<file path="src/hdl/ihc_pkg.sv">
// ----------------------------------------------------------------------------
// ihc_pkg
// Shared types, verdict codes and protocol constants of the IPv4 header
// checker.
// ----------------------------------------------------------------------------
package ihc_pkg;

    localparam logic [2:0] V_LOCAL    = 3'd0;
    localparam logic [2:0] V_FORWARD  = 3'd1;
    localparam logic [2:0] V_DISABLED = 3'd2;
    localparam logic [2:0] V_SHORT    = 3'd3;
    localparam logic [2:0] V_BADHDR   = 3'd4;
    localparam logic [2:0] V_CSUM     = 3'd5;

    localparam logic [1:0] C_ICMP  = 2'd0;
    localparam logic [1:0] C_TCP   = 2'd1;
    localparam logic [1:0] C_UDP   = 2'd2;
    localparam logic [1:0] C_OTHER = 2'd3;

    localparam logic [7:0] P_ICMP = 8'd1;
    localparam logic [7:0] P_TCP  = 8'd6;
    localparam logic [7:0] P_UDP  = 8'd17;

    localparam logic [15:0] MIN_SIZE   = 16'd20;
    localparam logic [3:0]  IP_VERSION = 4'd4;
    localparam logic [3:0]  MIN_IHL    = 4'd5;

    localparam logic [4:0] IDX_PROTO  = 5'd4;
    localparam logic [4:0] IDX_CSUM   = 5'd5;
    localparam logic [4:0] IDX_DST_HI = 5'd8;
    localparam logic [4:0] IDX_DST_LO = 5'd9;

    localparam logic REG_ENABLE = 1'b0;
    localparam logic REG_LOCAL  = 1'b1;

    localparam logic [31:0] LOCAL_ADDR_RESET = 32'hC0A8_0164;

    typedef struct packed {
        logic [15:0] word;
        logic        sop;
        logic [15:0] size;
    } t_beat;

    typedef struct packed {
        logic        enable;
        logic [31:0] local_addr;
    } t_cfg;

    typedef struct packed {
        logic [2:0]  verdict;
        logic [1:0]  proto_class;
        logic [7:0]  proto_num;
        logic [15:0] payload_len;
    } t_result;

    function automatic logic [1:0] proto_class_of(input logic [7:0] p);
        logic [1:0] c;
        case (p)
            P_ICMP:  c = C_ICMP;
            P_TCP:   c = C_TCP;
            P_UDP:   c = C_UDP;
            default: c = C_OTHER;
        endcase
        return c;
    endfunction

endpackage

</file>
<file path="src/hdl/ihc_apb_regs.sv">
// ----------------------------------------------------------------------------
// ihc_apb_regs
// APB register bank: enable bit and local IPv4 address.
// ----------------------------------------------------------------------------
module ihc_apb_regs
    import ihc_pkg::*;
(
    input  logic        i_clk,
    input  logic        i_rst_n,
    input  logic        psel,
    input  logic        penable,
    input  logic        pwrite,
    input  logic [2:0]  paddr,
    input  logic [31:0] pwdata,
    output logic [31:0] prdata,
    output logic        pready,
    output t_cfg        o_cfg
);

    logic        r_enable;
    logic [31:0] r_local_addr;
    logic        w_wr;

    assign pready = 1'b1;
    assign w_wr   = psel && penable && pwrite && pready;

    always_ff @(posedge i_clk) begin
        if (!i_rst_n) begin
            r_enable     <= 1'b0;
            r_local_addr <= LOCAL_ADDR_RESET;
        end else if (w_wr) begin
            case (paddr[2])
                REG_ENABLE: r_enable     <= pwdata[0];
                REG_LOCAL:  r_local_addr <= pwdata;
                default:    r_enable     <= r_enable;
            endcase
        end
    end

    always_comb begin
        case (paddr[2])
            REG_ENABLE: prdata = {31'd0, r_enable};
            REG_LOCAL:  prdata = r_local_addr;
            default:    prdata = 32'd0;
        endcase
    end

    assign o_cfg.enable     = r_enable;
    assign o_cfg.local_addr = r_local_addr;

endmodule

</file>
<file path="src/hdl/ihc_hdr_core.sv">
// ----------------------------------------------------------------------------
// ihc_hdr_core
// Input register plus header state: checks the first word, accumulates the
// ones-complement sum, captures protocol and destination, issues a verdict.
// ----------------------------------------------------------------------------
module ihc_hdr_core
    import ihc_pkg::*;
(
    input  logic    i_clk,
    input  logic    i_rst_n,
    input  logic    i_load,
    input  t_beat   i_beat,
    input  t_cfg    i_cfg,
    output logic    o_pending,
    output logic    o_res_valid,
    output t_result o_res
);

    logic        r_in_valid;
    t_beat       r_beat;

    logic        r_in_header, n_in_header;
    logic [4:0]  r_idx, n_idx;
    logic [3:0]  r_hw, n_hw;
    logic [20:0] r_sum, n_sum;
    logic [15:0] r_rx_csum, n_rx_csum;
    logic [7:0]  r_proto, n_proto;
    logic [31:0] r_dest, n_dest;
    logic [15:0] r_size, n_size;

    logic [3:0]  w_version;
    logic [3:0]  w_ihl;
    logic [5:0]  w_next_cnt;
    logic [5:0]  w_limit;
    logic [16:0] w_fold1;
    logic [15:0] w_fold2;
    logic [15:0] w_calc;
    logic [15:0] w_hdr_bytes;
    logic [15:0] w_len;

    always_ff @(posedge i_clk) begin
        if (!i_rst_n) begin
            r_in_valid <= 1'b0;
        end else begin
            r_in_valid <= i_load;
        end
    end

    always_ff @(posedge i_clk) begin
        if (i_load) begin
            r_beat <= i_beat;
        end
    end

    assign o_pending  = r_in_valid;
    assign w_version  = r_beat.word[15:12];
    assign w_ihl      = r_beat.word[11:8];
    assign w_next_cnt = {1'b0, r_idx} + 6'd1;
    assign w_limit    = {1'b0, r_hw, 1'b0};

    assign w_fold1     = {1'b0, n_sum[15:0]} + {12'd0, n_sum[20:16]};
    assign w_fold2     = w_fold1[15:0] + {15'd0, w_fold1[16]};
    assign w_calc      = ~w_fold2;
    assign w_hdr_bytes = {10'd0, r_hw, 2'b00};
    assign w_len       = (r_size >= w_hdr_bytes) ? (r_size - w_hdr_bytes) : 16'd0;

    always_comb begin
        n_in_header = r_in_header;
        n_idx       = r_idx;
        n_hw        = r_hw;
        n_sum       = r_sum;
        n_rx_csum   = r_rx_csum;
        n_proto     = r_proto;
        n_dest      = r_dest;
        n_size      = r_size;
        o_res_valid = 1'b0;
        o_res       = '0;
        if (r_in_valid) begin
            if (r_beat.sop) begin
                n_in_header = 1'b0;
                if (!i_cfg.enable) begin
                    o_res_valid     = 1'b1;
                    o_res.verdict   = V_DISABLED;
                end else if (r_beat.size < MIN_SIZE) begin
                    o_res_valid     = 1'b1;
                    o_res.verdict   = V_SHORT;
                end else if (w_version != IP_VERSION || w_ihl < MIN_IHL) begin
                    o_res_valid     = 1'b1;
                    o_res.verdict   = V_BADHDR;
                end else begin
                    n_in_header = 1'b1;
                    n_hw        = w_ihl;
                    n_size      = r_beat.size;
                    n_idx       = 5'd1;
                    n_sum       = {5'd0, r_beat.word};
                    n_rx_csum   = 16'd0;
                    n_proto     = 8'd0;
                    n_dest      = 32'd0;
                end
            end else if (r_in_header) begin
                case (r_idx)
                    IDX_PROTO:  n_proto = r_beat.word[7:0];
                    IDX_DST_HI: n_dest  = {r_beat.word, r_dest[15:0]};
                    IDX_DST_LO: n_dest  = {r_dest[31:16], r_beat.word};
                    default:    n_dest  = r_dest;
                endcase
                if (r_idx == IDX_CSUM) begin
                    n_rx_csum = r_beat.word;
                end else begin
                    n_sum = r_sum + {5'd0, r_beat.word};
                end
                if (w_next_cnt < w_limit) begin
                    n_idx = w_next_cnt[4:0];
                end else begin
                    n_idx           = 5'd0;
                    n_in_header     = 1'b0;
                    o_res_valid     = 1'b1;
                    o_res.proto_num = n_proto;
                    if (w_calc != n_rx_csum) begin
                        o_res.verdict = V_CSUM;
                    end else if (n_dest != i_cfg.local_addr) begin
                        o_res.verdict     = V_FORWARD;
                        o_res.payload_len = w_len;
                    end else begin
                        o_res.verdict     = V_LOCAL;
                        o_res.proto_class = proto_class_of(n_proto);
                        o_res.payload_len = w_len;
                    end
                end
            end
        end
    end

    always_ff @(posedge i_clk) begin
        if (!i_rst_n) begin
            r_in_header <= 1'b0;
            r_idx       <= 5'd0;
        end else begin
            r_in_header <= n_in_header;
            r_idx       <= n_idx;
        end
    end

    always_ff @(posedge i_clk) begin
        r_hw      <= n_hw;
        r_sum     <= n_sum;
        r_rx_csum <= n_rx_csum;
        r_proto   <= n_proto;
        r_dest    <= n_dest;
        r_size    <= n_size;
    end

endmodule

</file>
<file path="src/hdl/ihc_out_fifo.sv">
// ----------------------------------------------------------------------------
// ihc_out_fifo
// Small result queue that decouples verdict generation from the output
// handshake.
// ----------------------------------------------------------------------------
module ihc_out_fifo
    import ihc_pkg::*;
#(
    parameter int DEPTH = 3
) (
    input  logic                       i_clk,
    input  logic                       i_rst_n,
    input  logic                       i_push,
    input  t_result                    i_data,
    input  logic                       i_pop,
    output logic                       o_valid,
    output t_result                    o_data,
    output logic [$clog2(DEPTH+1)-1:0] o_count
);

    localparam int PW = (DEPTH > 1) ? $clog2(DEPTH) : 1;
    localparam int CW = $clog2(DEPTH + 1);

    t_result         r_mem [DEPTH];
    logic [PW-1:0]   r_wr_ptr;
    logic [PW-1:0]   r_rd_ptr;
    logic [CW-1:0]   r_count;
    logic            w_pop;

    assign w_pop   = i_pop && (r_count != '0);
    assign o_valid = (r_count != '0);
    assign o_data  = r_mem[r_rd_ptr];
    assign o_count = r_count;

    always_ff @(posedge i_clk) begin
        if (i_push) begin
            r_mem[r_wr_ptr] <= i_data;
        end
    end

    always_ff @(posedge i_clk) begin
        if (!i_rst_n) begin
            r_wr_ptr <= '0;
            r_rd_ptr <= '0;
            r_count  <= '0;
        end else begin
            if (i_push) begin
                r_wr_ptr <= (r_wr_ptr == PW'(DEPTH - 1)) ? '0 : r_wr_ptr + 1'b1;
            end
            if (w_pop) begin
                r_rd_ptr <= (r_rd_ptr == PW'(DEPTH - 1)) ? '0 : r_rd_ptr + 1'b1;
            end
            case ({i_push, w_pop})
                2'b10:   r_count <= r_count + 1'b1;
                2'b01:   r_count <= r_count - 1'b1;
                default: r_count <= r_count;
            endcase
        end
    end

endmodule

</file>
<file path="src/hdl/ipv4_header_checker_unit.sv">
// ----------------------------------------------------------------------------
// ipv4_header_checker_unit
// IPv4 header validation with ones-complement checksum, destination match
// and protocol classification; one verdict per header.
//
//   channel   | direction | handshake                  | payload
//   ----------+-----------+----------------------------+----------------------
//   header in | input     | i_in_valid / o_in_stall    | word, sop, size
//   verdict   | output    | o_out_valid / i_out_stall  | verdict, class, proto, len
//   config    | input     | APB psel/penable/pready    | enable, local address
//
// One header beat per cycle while o_in_stall is low. A beat passes the input
// register, then the checker logic writes the result queue. Input stalls only
// when the result queue plus the beat in flight fill FIFO_DEPTH entries.
// Synchronous active-low reset; no clearing pass.
// ----------------------------------------------------------------------------
module ipv4_header_checker_unit
    import ihc_pkg::*;
#(
    parameter int FIFO_DEPTH = 3
) (
    input  logic        i_clk,
    input  logic        i_rst_n,
    input  logic        psel,
    input  logic        penable,
    input  logic        pwrite,
    input  logic [2:0]  paddr,
    input  logic [31:0] pwdata,
    output logic [31:0] prdata,
    output logic        pready,
    input  logic        i_in_valid,
    output logic        o_in_stall,
    input  logic [15:0] i_header_word,
    input  logic        i_start_of_packet,
    input  logic [15:0] i_packet_size,
    output logic        o_out_valid,
    input  logic        i_out_stall,
    output logic [2:0]  o_verdict,
    output logic [1:0]  o_protocol_class,
    output logic [7:0]  o_protocol_number,
    output logic [15:0] o_payload_length
);

    localparam int CW = $clog2(FIFO_DEPTH + 1);

    t_cfg          w_cfg;
    t_beat         w_beat;
    t_result       w_res;
    t_result       w_out;
    logic          w_res_valid;
    logic          w_pending;
    logic          w_load;
    logic          w_pop;
    logic [CW-1:0] w_count;
    logic [CW:0]   w_occupancy;

    assign w_beat.word = i_header_word;
    assign w_beat.sop  = i_start_of_packet;
    assign w_beat.size = i_packet_size;

    assign w_occupancy = {1'b0, w_count} + {{CW{1'b0}}, w_pending};
    assign o_in_stall  = (w_occupancy >= (CW + 1)'(FIFO_DEPTH));
    assign w_load      = i_in_valid && !o_in_stall;
    assign w_pop       = o_out_valid && !i_out_stall;

    ihc_apb_regs u_regs (
        .i_clk   (i_clk),
        .i_rst_n (i_rst_n),
        .psel    (psel),
        .penable (penable),
        .pwrite  (pwrite),
        .paddr   (paddr),
        .pwdata  (pwdata),
        .prdata  (prdata),
        .pready  (pready),
        .o_cfg   (w_cfg)
    );

    ihc_hdr_core u_core (
        .i_clk       (i_clk),
        .i_rst_n     (i_rst_n),
        .i_load      (w_load),
        .i_beat      (w_beat),
        .i_cfg       (w_cfg),
        .o_pending   (w_pending),
        .o_res_valid (w_res_valid),
        .o_res       (w_res)
    );

    ihc_out_fifo #(
        .DEPTH (FIFO_DEPTH)
    ) u_fifo (
        .i_clk   (i_clk),
        .i_rst_n (i_rst_n),
        .i_push  (w_res_valid),
        .i_data  (w_res),
        .i_pop   (w_pop),
        .o_valid (o_out_valid),
        .o_data  (w_out),
        .o_count (w_count)
    );

    assign o_verdict         = w_out.verdict;
    assign o_protocol_class  = w_out.proto_class;
    assign o_protocol_number = w_out.proto_num;
    assign o_payload_length  = w_out.payload_len;

    a_no_overflow: assert property (@(posedge i_clk) disable iff (!i_rst_n)
        (w_count == CW'(FIFO_DEPTH)) |-> !(w_res_valid && !w_pop))
        else $error("result queue overflow");

    a_verdict_range: assert property (@(posedge i_clk) disable iff (!i_rst_n)
        o_out_valid |-> (o_verdict <= V_CSUM))
        else $error("verdict code out of range");

    a_early_reject_clean: assert property (@(posedge i_clk) disable iff (!i_rst_n)
        (o_out_valid && (o_verdict == V_DISABLED || o_verdict == V_SHORT ||
                         o_verdict == V_BADHDR))
        |-> (o_protocol_number == 8'd0 && o_payload_length == 16'd0))
        else $error("first-word reject carries header fields");

    a_class_local_only: assert property (@(posedge i_clk) disable iff (!i_rst_n)
        (o_out_valid && o_verdict != V_LOCAL) |-> (o_protocol_class == C_ICMP))
        else $error("protocol class set on non-local verdict");

endmodule
</file>
<file path="config.mk">
export PLATFORM = sky130hd
export DESIGN_NAME = ipv4_header_checker_unit
export DESIGN_NICKNAME = d
export VERILOG_FILES = /design/src/hdl/ihc_pkg.sv /design/src/hdl/ihc_apb_regs.sv /design/src/hdl/ihc_hdr_core.sv /design/src/hdl/ihc_out_fifo.sv /design/src/hdl/ipv4_header_checker_unit.sv
export SDC_FILE = /design/constraint.sdc
export NUM_CORES = 1
export LEC_CHECK = 0
export BUFFER_PORTS_ARGS = -buffer_cell sky130_fd_sc_hd__buf_2
export CAP_MARGIN = 20
export CORE_MARGIN = 1.5
export CORE_UTILIZATION = 40
export CTS_CLUSTER_DIAMETER = 200
export DETAILED_ROUTE_END_ITERATION = 8
export PLACE_DENSITY = 0.68
export SETUP_SLACK_MARGIN = 0.3
export SYNTH_ARGS = -nofsm -noshare
export SYNTH_HDL_FRONTEND = slang
export SYNTH_SLANG_ARGS = --single-unit
</file>
<file path="constraint.sdc">
create_clock -name i_clk -period 17.52 [get_ports i_clk]
set_clock_uncertainty 0.05 [all_clocks]
set_input_delay 1.752 -clock i_clk [delete_from_list [all_inputs] [get_ports i_clk]]
set_output_delay 1.752 -clock i_clk [all_outputs]
set_load 0.02 [all_outputs]
</file>
Word-level counts from Yosys, hierarchy flattened
Memory sizes are Yosys's and may differ from the RTL's. A register that Yosys moved wholly into a read port is not among the register bits.
Index checks and enable logic that the tools add are counted.
Cells by class
  mux-type cells: 76
  equality and inequality tests: 17
  $lt $le $gt $ge: 5
  add/subtract/negate cells: 10
  reductions and logical operators: 15
  bitwise operators: 4
Operators by type and width (count)
  two-way mux 32 bit: 8
  two-way mux 16 bit: 11
  two-way mux 21 bit: 7
  one-hot mux 32 bit (2 select lines): 2
  two-way mux 29 bit: 3
  two-way mux 8 bit: 9
  != test 32 bit: 1
  two-way mux 5 bit: 6
  two-way mux 26 bit: 1
  adder 21 x 16 -> 21 bit: 1
  adder 16 x 5 -> 17 bit: 1
  adder 16 x 1 -> 16 bit: 1
  >= comparator 16 x 6 -> 1 bit: 1
  < comparator 16 x 5 -> 1 bit, second input constant: 1
  two-way mux 1 bit: 16
  != test 16 bit: 1
  NOT 16 bit: 1
  subtractor 16 x 6 -> 16 bit: 1
  two-way mux 3 bit: 5
  two-way mux 2 bit: 6
  == test 5 x 3 -> 1 bit, second input constant: 2
  == test 5 x 4 -> 1 bit, second input constant: 2
  AND reduction 5 bit: 2
  == test 8 x 1 -> 1 bit, second input constant: 1
  other kinds (21): 37
Word-level totals
  memories: 1
  input port bits: 75
  flip-flop bits (word level): 176
  output and inout port bits: 64
  bits in writable memories: 87
  logic and storage cells: 145
Memories
  u_fifo.r_mem: words 3, bits a word 29, read ports 1, clocked after memory_dff 1, write ports 1, RTL line ihc_out_fifo.sv:24  | t_result r_mem [DEPTH];

Longest topological paths before layout
Gate-level depths: netlist (run 1).
  word-level depth: 16
  depth in mapped cells: 34
  mapped depth without buffers: 32

Cells and area by module
Synthesis (run 1) repeated with hierarchy kept, for this count alone.
Unflattened totals
  cell total of the unflattened synthesis: 1256
  area, all modules: 13832.0 µm²
By module, submodules not included
  ihc_hdr_core: area an instance 8625.8 µm², instances 1, seq. area each 3833.7 µm², cells each 851
  ihc_out_fifo: area an instance 3522.1 µm², instances 1, seq. area each 2772.7 µm², cells each 217
  ihc_apb_regs: area an instance 1635.3 µm², instances 1, seq. area each 660.6 µm², cells each 182
  ipv4_header_checker_unit: area an instance 48.8 µm², instances 1, seq. area each 0.0 µm², cells each 6

Least setup slack after synthesis (run 1)
OpenSTA, ideal clock, no wires.
  path kind: flip-flop to flip-flop
  start point: register u_core.r_beat[17] (netlist name)
  end point: memory u_fifo.r_mem[0][10] (netlist name) (data pin)
  setup slack: 10.832 ns
  data arrival time: 6.470 ns
  stages on the path, launching flop included: 34
  cells stage by stage: edfxtp_1 -> ha_1 -> inv_1 -> fa_1 -> nand2b_1 -> a21oi_1 -> o2111ai_1 -> a32oi_1 -> a21o_1 -> a21o_1 -> a21oi_1 -> o211ai_1 -> o31ai_1 -> ha_1 -> fa_1 -> a211oi_1 -> nor2_1 -> nor2_1 -> nor4_4 -> clkbuf_1 -> and4_1 -> ha_1 -> ha_1 -> and2_1 -> nand3_1 -> nor2_1 -> o2111ai_1 -> xnor2_1 -> nor3_1 -> o2111ai_1 -> a311oi_2 -> nand4_2 -> buf_6 -> nor3_2
RTL lines
  start, declared: RTL line ihc_hdr_core.sv:20  | t_beat r_beat;
  start signal, assigned: RTL line ihc_hdr_core.sv:51  | r_beat <= i_beat;
  end, declared: RTL line ihc_out_fifo.sv:24

==> metrics, run 1 <==
power share of the clock group=40.1%; EDFF count, synth=slightly below 200; count leader, synth=edfxtp_1; most used cell, CP=ha_1; setup ws final=8.46 ns; average instance area after synthesis=about 11 µm²; Die ar.=0.0361 mm²; DR vias=10500; number of global-route vias before repair=just under 10000; worst slack, placed=approximately 8.7 ns; clock slew at reported path FFs=0.06 ns; CTS root buf=clkbuf_16; Synth Net Count=1422; # H-tree levels=1; Yosys reg bits=between 200 and 300; status=finished, final reports clean; vias per cell=5.53; Max Buffers Root-to-Sink=3; initial core utilization=40.6%; RSZ-0062 raised after global routing=no; Final GP Congestion=just under 0.9; ranking of synthesized cells by area=edfxtp_1 42%, dfxtp_1 9.9%, mux2i_1 4.3%, nand2_1 3.6%, ha_1 3.3%; WP data arrival=~9.3 ns; number of port buffers=approximately 140; fraction of registers with async set/reset=0%; Syn Inst Count=approximately 1300; drt pass-1 iters=6; pin count of the biggest net entering global routing=66; Post-Route WL=34700 µm; crit path buf inv count=1; slowest CP cell=edfxtp_1; Final Power=1.44 mW; Horiz. Die Dim=190 µm; placement row count=68; postcts setup bufs=0; # Max-Cap Violations=0; GRT Total Usage=about a fifth; n_diodes=0; worst slew pin tran=1.04 ns; final critical-path share of the clock period=51.7%; dominant synthesized flop cell=edfxtp_1; peak supply drop=71.2 µV; yosys warns=0; post-synth top area share=42.1%; Crit path max-delay family=simple AND/OR/NAND/NOR gates; WP data required=between 15 and 20 ns; crit path max fanout=17; num ports=139; Sequential Power Share=49.5%; Final Critical Period=9.06 ns; Hold Vio Cnt, Final=0; max incr delay on CP=0.67 ns; combinational power share=10.4%; Max Slew Vio Count=0; Clock Sinks=265; Synth top cells by count=196 x edfxtp_1, 135 x nand2_1, 117 x nor2_1; post-DP HPWL=24500 µm; Mapped Area=around 0.014 mm²; Final setup violation count=0; Residual DRC=0; CTS Buf Count=29; CP Class=reg -> reg; Routed wire per std cell=about 18 µm; worst hold path class=reg -> reg; Leak=6.06 nW; Max-slew headroom=30.6%; max frequency=0.110 GHz; Congestion Overflow GR=0; drt first-iter violations=763; Setup crit end kind=flop; layout cell share with drive strength beyond 1=17.7%; register area share after synthesis=about half; nets=~1500; Netlist cell types=86; worst-skew pair later-pin latency=0.56 ns; die height=approximately 190 µm; Area Growth Syn to Fin=14.6%; power per cell area=89.9 mW/mm²; CTS Hold Bufs=0; number of fill cells=3198; antenna violations before repair=0; Sw Ratio=25.7%; CTS tree=built; NetSw=371 µW; TNS Setup=0 ns; post_cts resized=0; Hold WS=0.382 ns; CP startpoint kind=flop; first-pass GRT wire length=53800 µm; Internal Power=1.07 mW; area leader, netlist=edfxtp_1; core footprint=0.0345 mm²; antenna-violating nets left=0
final timing paths:
| check | from | to | slack (ns) | cells past startpoint |
|---|---|---|---|---|
| max reg2reg | u_core.r_beat[17] | u_fifo.r_mem[2][7] | 8.46 | 31 |
| min reg2reg | u_core.r_beat[0] | u_core.r_size[0] | 0.38 | 0 |
| min | u_core.r_beat[0] | u_core.r_size[0] | 0.38 | 0 |
| max | u_core.r_beat[17] | u_fifo.r_mem[2][7] | 8.46 | 31 |
metal layers:
metal	share of wire [%]	up-vias	GRT usage, %
met5	0	-	0
met4	2.4	0	4.85
met3	6.7	59	2.51
met2	47	331	30.7
met1	44	5063	26.5
li1	-	5046	-
kinds of logic (layout without fill, tap and decap cells):
| group | Yosys count | count (layout) | synth area share, % |
|---|---|---|---|
| flip-flops | 265 | 265 | 52.0 |
| AO/OA/AOI/OAI | 276 | 276 | 13.8 |
| buffers and inverters | 102 | 238 | 2.99 |
| adder cells (fa/ha/maj) | 40 | 40 | 3.74 |
| other | 1 | 1 | 0.0268 |
| XOR/XNOR | 79 | 79 | 4.95 |
| AND/OR/NAND/NOR | 476 | 476 | 17.5 |
| multiplexers | 68 | 68 | 4.96 |
sequential cells by signal, indices dropped and copies added, names as in the netlist, named ones only:
name                 count
u_fifo.r_mem            87
u_core.r_hw              4
u_core.r_size           16
u_core.r_in_header       1
u_core.r_rx_csum        16
u_fifo.r_rd_ptr          2
u_fifo.r_wr_ptr          2
u_fifo.o_count           2
u_regs.r_enable          1
u_core.r_idx             5
u_core.o_pending         1
u_regs.r_local_addr     32
u_core.r_dest           32
u_core.r_beat           33
u_core.r_proto           8
u_core.r_sum            21
stage by stage:
step / std cells / area [µm²] / utilization (%)
final: 1898 / 16000 / 46.5
after global routing: 1898 / 16000 / 46.5
after CTS: 1898 / 16000 / 46.5
after detailed placement: 1844 / 15100 / 43.8
after global placement: 1842 / 15100 / 43.8
after floorplan: 1307 / 14000 / -
final cells by class:
class / count / area [µm²] / share of cell area [%]
flip-flops and latches: 265 / 7270 / 45.4
multi-input cells: 940 / 6340 / 39.6
repair buffers: 151 / 801 / 5.00
clock buffers: 30 / 729 / 4.56
well taps: 455 / 569 / 3.56
clock inverters: 24 / 184 / 1.15
inverters: 33 / 124 / 0.774
cell usage in the layout (no fill, tap or decap), types with 29 or more instances in the layout:
| master | n |
|---|---|
| o21ai_0 | 61 |
| a21boi_0 | 29 |
| a21oi_1 | 36 |
| nor2_1 | 116 |
| nand3_1 | 35 |
| buf_2 | 136 |
| a22oi_1 | 34 |
| edfxtp_1 | 196 |
| nor3_1 | 29 |
| nand2_1 | 135 |
| clkbuf_16 | 29 |
| and2_1 | 41 |
| xnor2_1 | 51 |
| ha_1 | 37 |
| dfxtp_1 | 68 |
| mux2i_1 | 60 |
power groups by stage:
stage / clock (mW) / sequential [mW] / combinational (mW)
5_1_grt: 0.614 / 0.715 / 0.164
6_report: 0.577 / 0.713 / 0.149
2_1_floorplan: 0 / 0.710 / 0.112
3_5_place_dp: 0 / 0.727 / 0.148
3_3_place_gp: 0 / 0.726 / 0.145
4_1_cts: 0.587 / 0.713 / 0.149
(Power assumes the default switching activity.)
==> run 2, diff against run 1 <==
--- a/config.mk
+++ b/config.mk
@@ -5,6 +5,7 @@
 export SDC_FILE = /design/constraint.sdc
 export NUM_CORES = 1
 export LEC_CHECK = 0
+export ABC_AREA = 1
 export BUFFER_PORTS_ARGS = -buffer_cell sky130_fd_sc_hd__buf_2
 export CAP_MARGIN = 20
 export CORE_MARGIN = 1.5
==> constraint.sdc (replaced) <==
create_clock -name i_clk -period 8.9 [get_ports i_clk]
set_clock_uncertainty 0.05 [all_clocks]
set_input_delay 0.89 -clock i_clk [delete_from_list [all_inputs] [get_ports i_clk]]
set_output_delay 0.89 -clock i_clk [all_outputs]
set_load 0.02 [all_outputs]
==> run 2 against run 1 <==
Compared with the run above: synthesized area grew 0.90%; final cell count grew 19%; synthesized cell count grew 26%; design area grew 0.70%; worst setup slack lost 6.7 ns; clock-buffer cell count grew 4; total power grew 120%; critical path depth grew 10; global-route usage shrank 0.18 points; register-to-register slack lost 6.7 ns; critical path type unchanged.
==> metrics, run 2 <==
status=finished, final reports clean; number of port buffers=135 (unchanged); Hold WS=0.379 ns (-0.00259 ns); Max Slew Vio Count=0 (unchanged); average instance area after synthesis=8.55 µm² (-20%); clock slew at reported path FFs=0.07 ns (about the same); placement row count=68 (unchanged); Horiz. Die Dim=191 µm (+0.44%); layout cell share with drive strength beyond 1=14.6% (-3.1 points); drt pass-1 iters=5 (-1); final critical-path share of the clock period=80.5% (+29 points); Max Buffers Root-to-Sink=3 (unchanged); max incr delay on CP=0.41 ns (-0.26 ns); Syn Inst Count=1650 (+26%); # Max-Cap Violations=0 (unchanged); Post-Route WL=34700 µm (about the same); Setup crit end kind=flop; ranking of synthesized cells by area=edfxtp_1 42%, dfxtp_1 9.8%, nand2_1 8.4%, nor2_1 7.1%, a21oi_1 5.9%; most frequent cells in the layout=316 x nand2_1, 265 x nor2_1, 196 x edfxtp_1; CTS root buf=clkbuf_16; worst slew pin tran=1.07 ns (+0.0330 ns); power per cell area=199 mW/mm² (+120%); initial core utilization=40.7% (+0.16 points); die height=191 µm (+0.44%); nets=1887 (+23%); number of global-route vias before repair=10800 (+10%); Leak=7.01 nW (+16%); RSZ-0062 raised after global routing=no; CP startpoint kind=flop; EDFF count, synth=196 (unchanged); Congestion Overflow GR=0 (unchanged); vias per cell=5.09 (-8.0%); area post-placement=0.0152 mm² (+0.75%); CTS Buf Count=28 (-3.4%); register area share after synthesis=51.5% (-0.46 points); antenna violations before repair=2 (+2); Final Power=3.21 mW (+120%); Largest register FFs=87 (unchanged); Layout Utilization=46.6% (+0.093 points); peak supply drop=140 µV (+96%); WP data required=9.15 ns (-8.64 ns); worst hold path class=reg -> reg; count leader, synth=nand2_1; max frequency=0.140 GHz (+26%); GRT Total Usage=18.7% (-0.18 points); number of fill cells=3282 (+2.6%); area leader, netlist=edfxtp_1; Final Critical Period=7.17 ns (-1.89 ns); Area Growth Syn to Fin=14.3%; drt first-iter violations=730 (-4.3%); pin count of the biggest net entering global routing=57 (-14%); CTS tree=built; first-pass GRT wire length=54200 µm (+0.85%); Yosys reg bits=265 (unchanged); dominant synthesized flop cell=edfxtp_1; Hold Vio Cnt, Final=0 (unchanged); # H-tree levels=1 (unchanged); DR vias=11500 (+9.1%); Crit path max-delay family=simple AND/OR/NAND/NOR gates; core footprint=0.0346 mm² (+0.49%); area occupied by registers=0.00727 mm² (about the same); slowest CP cell=fa_1; most common cell after layout, fill and taps aside=nand2_1; crit path buf inv count=4 (+3); most used cell, CP=nand2_1; Max-slew headroom=28.3% (-2.4 points); postcts setup bufs=0 (unchanged); WP data arrival=7.42 ns (-1.90 ns); Clock Sinks=265 (unchanged); num ports=139 (unchanged); Mapped Area=0.0141 mm² (+0.90%); Netlist cell types=49 (-43%); post_cts resized=0 (unchanged); Top reg by flops=u_fifo.r_mem; worst-skew pair later-pin latency=0.54 ns (-0.02 ns); antenna-violating nets left=0 (unchanged); crit path max fanout=16 (-1); TNS Setup=0 ns (unchanged); post-synth top area share=41.7% (-0.37 points); cell area after layout=0.0161 mm² (+0.70%); fraction of registers with async set/reset=0% (unchanged); yosys warns=0 (unchanged); Synth top cells by count=316 x nand2_1, 267 x nor2_1, 196 x edfxtp_1; Regs by FF count=u_fifo.r_mem (87), u_core.r_beat (33); Synth Net Count=1765 (+24%); CTS Hold Bufs=0 (unchanged); Die ar.=0.0364 mm² (+0.88%); post-DP HPWL=24700 µm (+0.89%); multi-input logic area=0.00595 mm² (-6.0%); CP Class=reg -> reg; Routed wire per std cell=15.4 µm (-16%); Residual DRC=0 (unchanged); Final GP Congestion=0.876 (-1.8%); Final setup violation count=0 (unchanged)
-- run 2: power by group --
group	internal, mW	switching, mW	total (mW)	leakage (nW)
clock	0.662	0.483	1.14	0.441
combinational	0.227	0.429	0.656	4.21
sequential	1.37	0.0457	1.41	2.36
-- run 2: through the flow --
stage	instances	setup WS, ns
after floorplan	1650	3.17
after global placement	2197	1.97
after detailed placement	2197	1.86
after CTS	2249	1.77
after global routing	2251	0.986
final	2251	1.73
-- run 2: layout make-up --
| cell class | instances | share of cell area [%] |
|---|---|---|
| diodes | 2 | 0.0310 |
| clock buffers | 34 | 4.68 |
| clock inverters | 18 | 0.939 |
| inverters | 177 | 4.12 |
| multi-input cells | 1154 | 36.9 |
| flip-flops and latches | 265 | 45.1 |
| well taps | 455 | 3.53 |
| repair buffers | 146 | 4.70 |
-- run 2: cell families after synthesis --
kind of cell	after synthesis	synth area share (%)
AO/OA/AOI/OAI	257	9.41
AND/OR/NAND/NOR	797	25.0
buffers and inverters	231	6.39
other	1	0.0266
XOR/XNOR	59	3.92
adder cells (fa/ha/maj)	40	3.71
flip-flops	265	51.5
-- run 2: final timing paths --
path / start / endpoint / slack (ns) / cells after the start
hold reg to reg: u_core.r_beat[0] / u_core.r_size[0] / 0.38 / 0
hold / removal: u_core.r_beat[0] / u_core.r_size[0] / 0.38 / 0
setup reg to reg: u_core.r_beat[17] / u_fifo.r_mem[1][13] / 1.73 / 41
setup / recovery: u_core.r_beat[17] / u_fifo.r_mem[1][13] / 1.73 / 41
-- run 2: metal layers --
layer  part of all wire, %  vias to the layer above  global-route usage, %
li1                      -                     5708                      -
met1                    43                     5364                   24.2
met2                    48                      322                   31.9
met3                   6.3                       60                   2.72
met4                   2.7                        0                   6.21
met5                     0                        -                      0
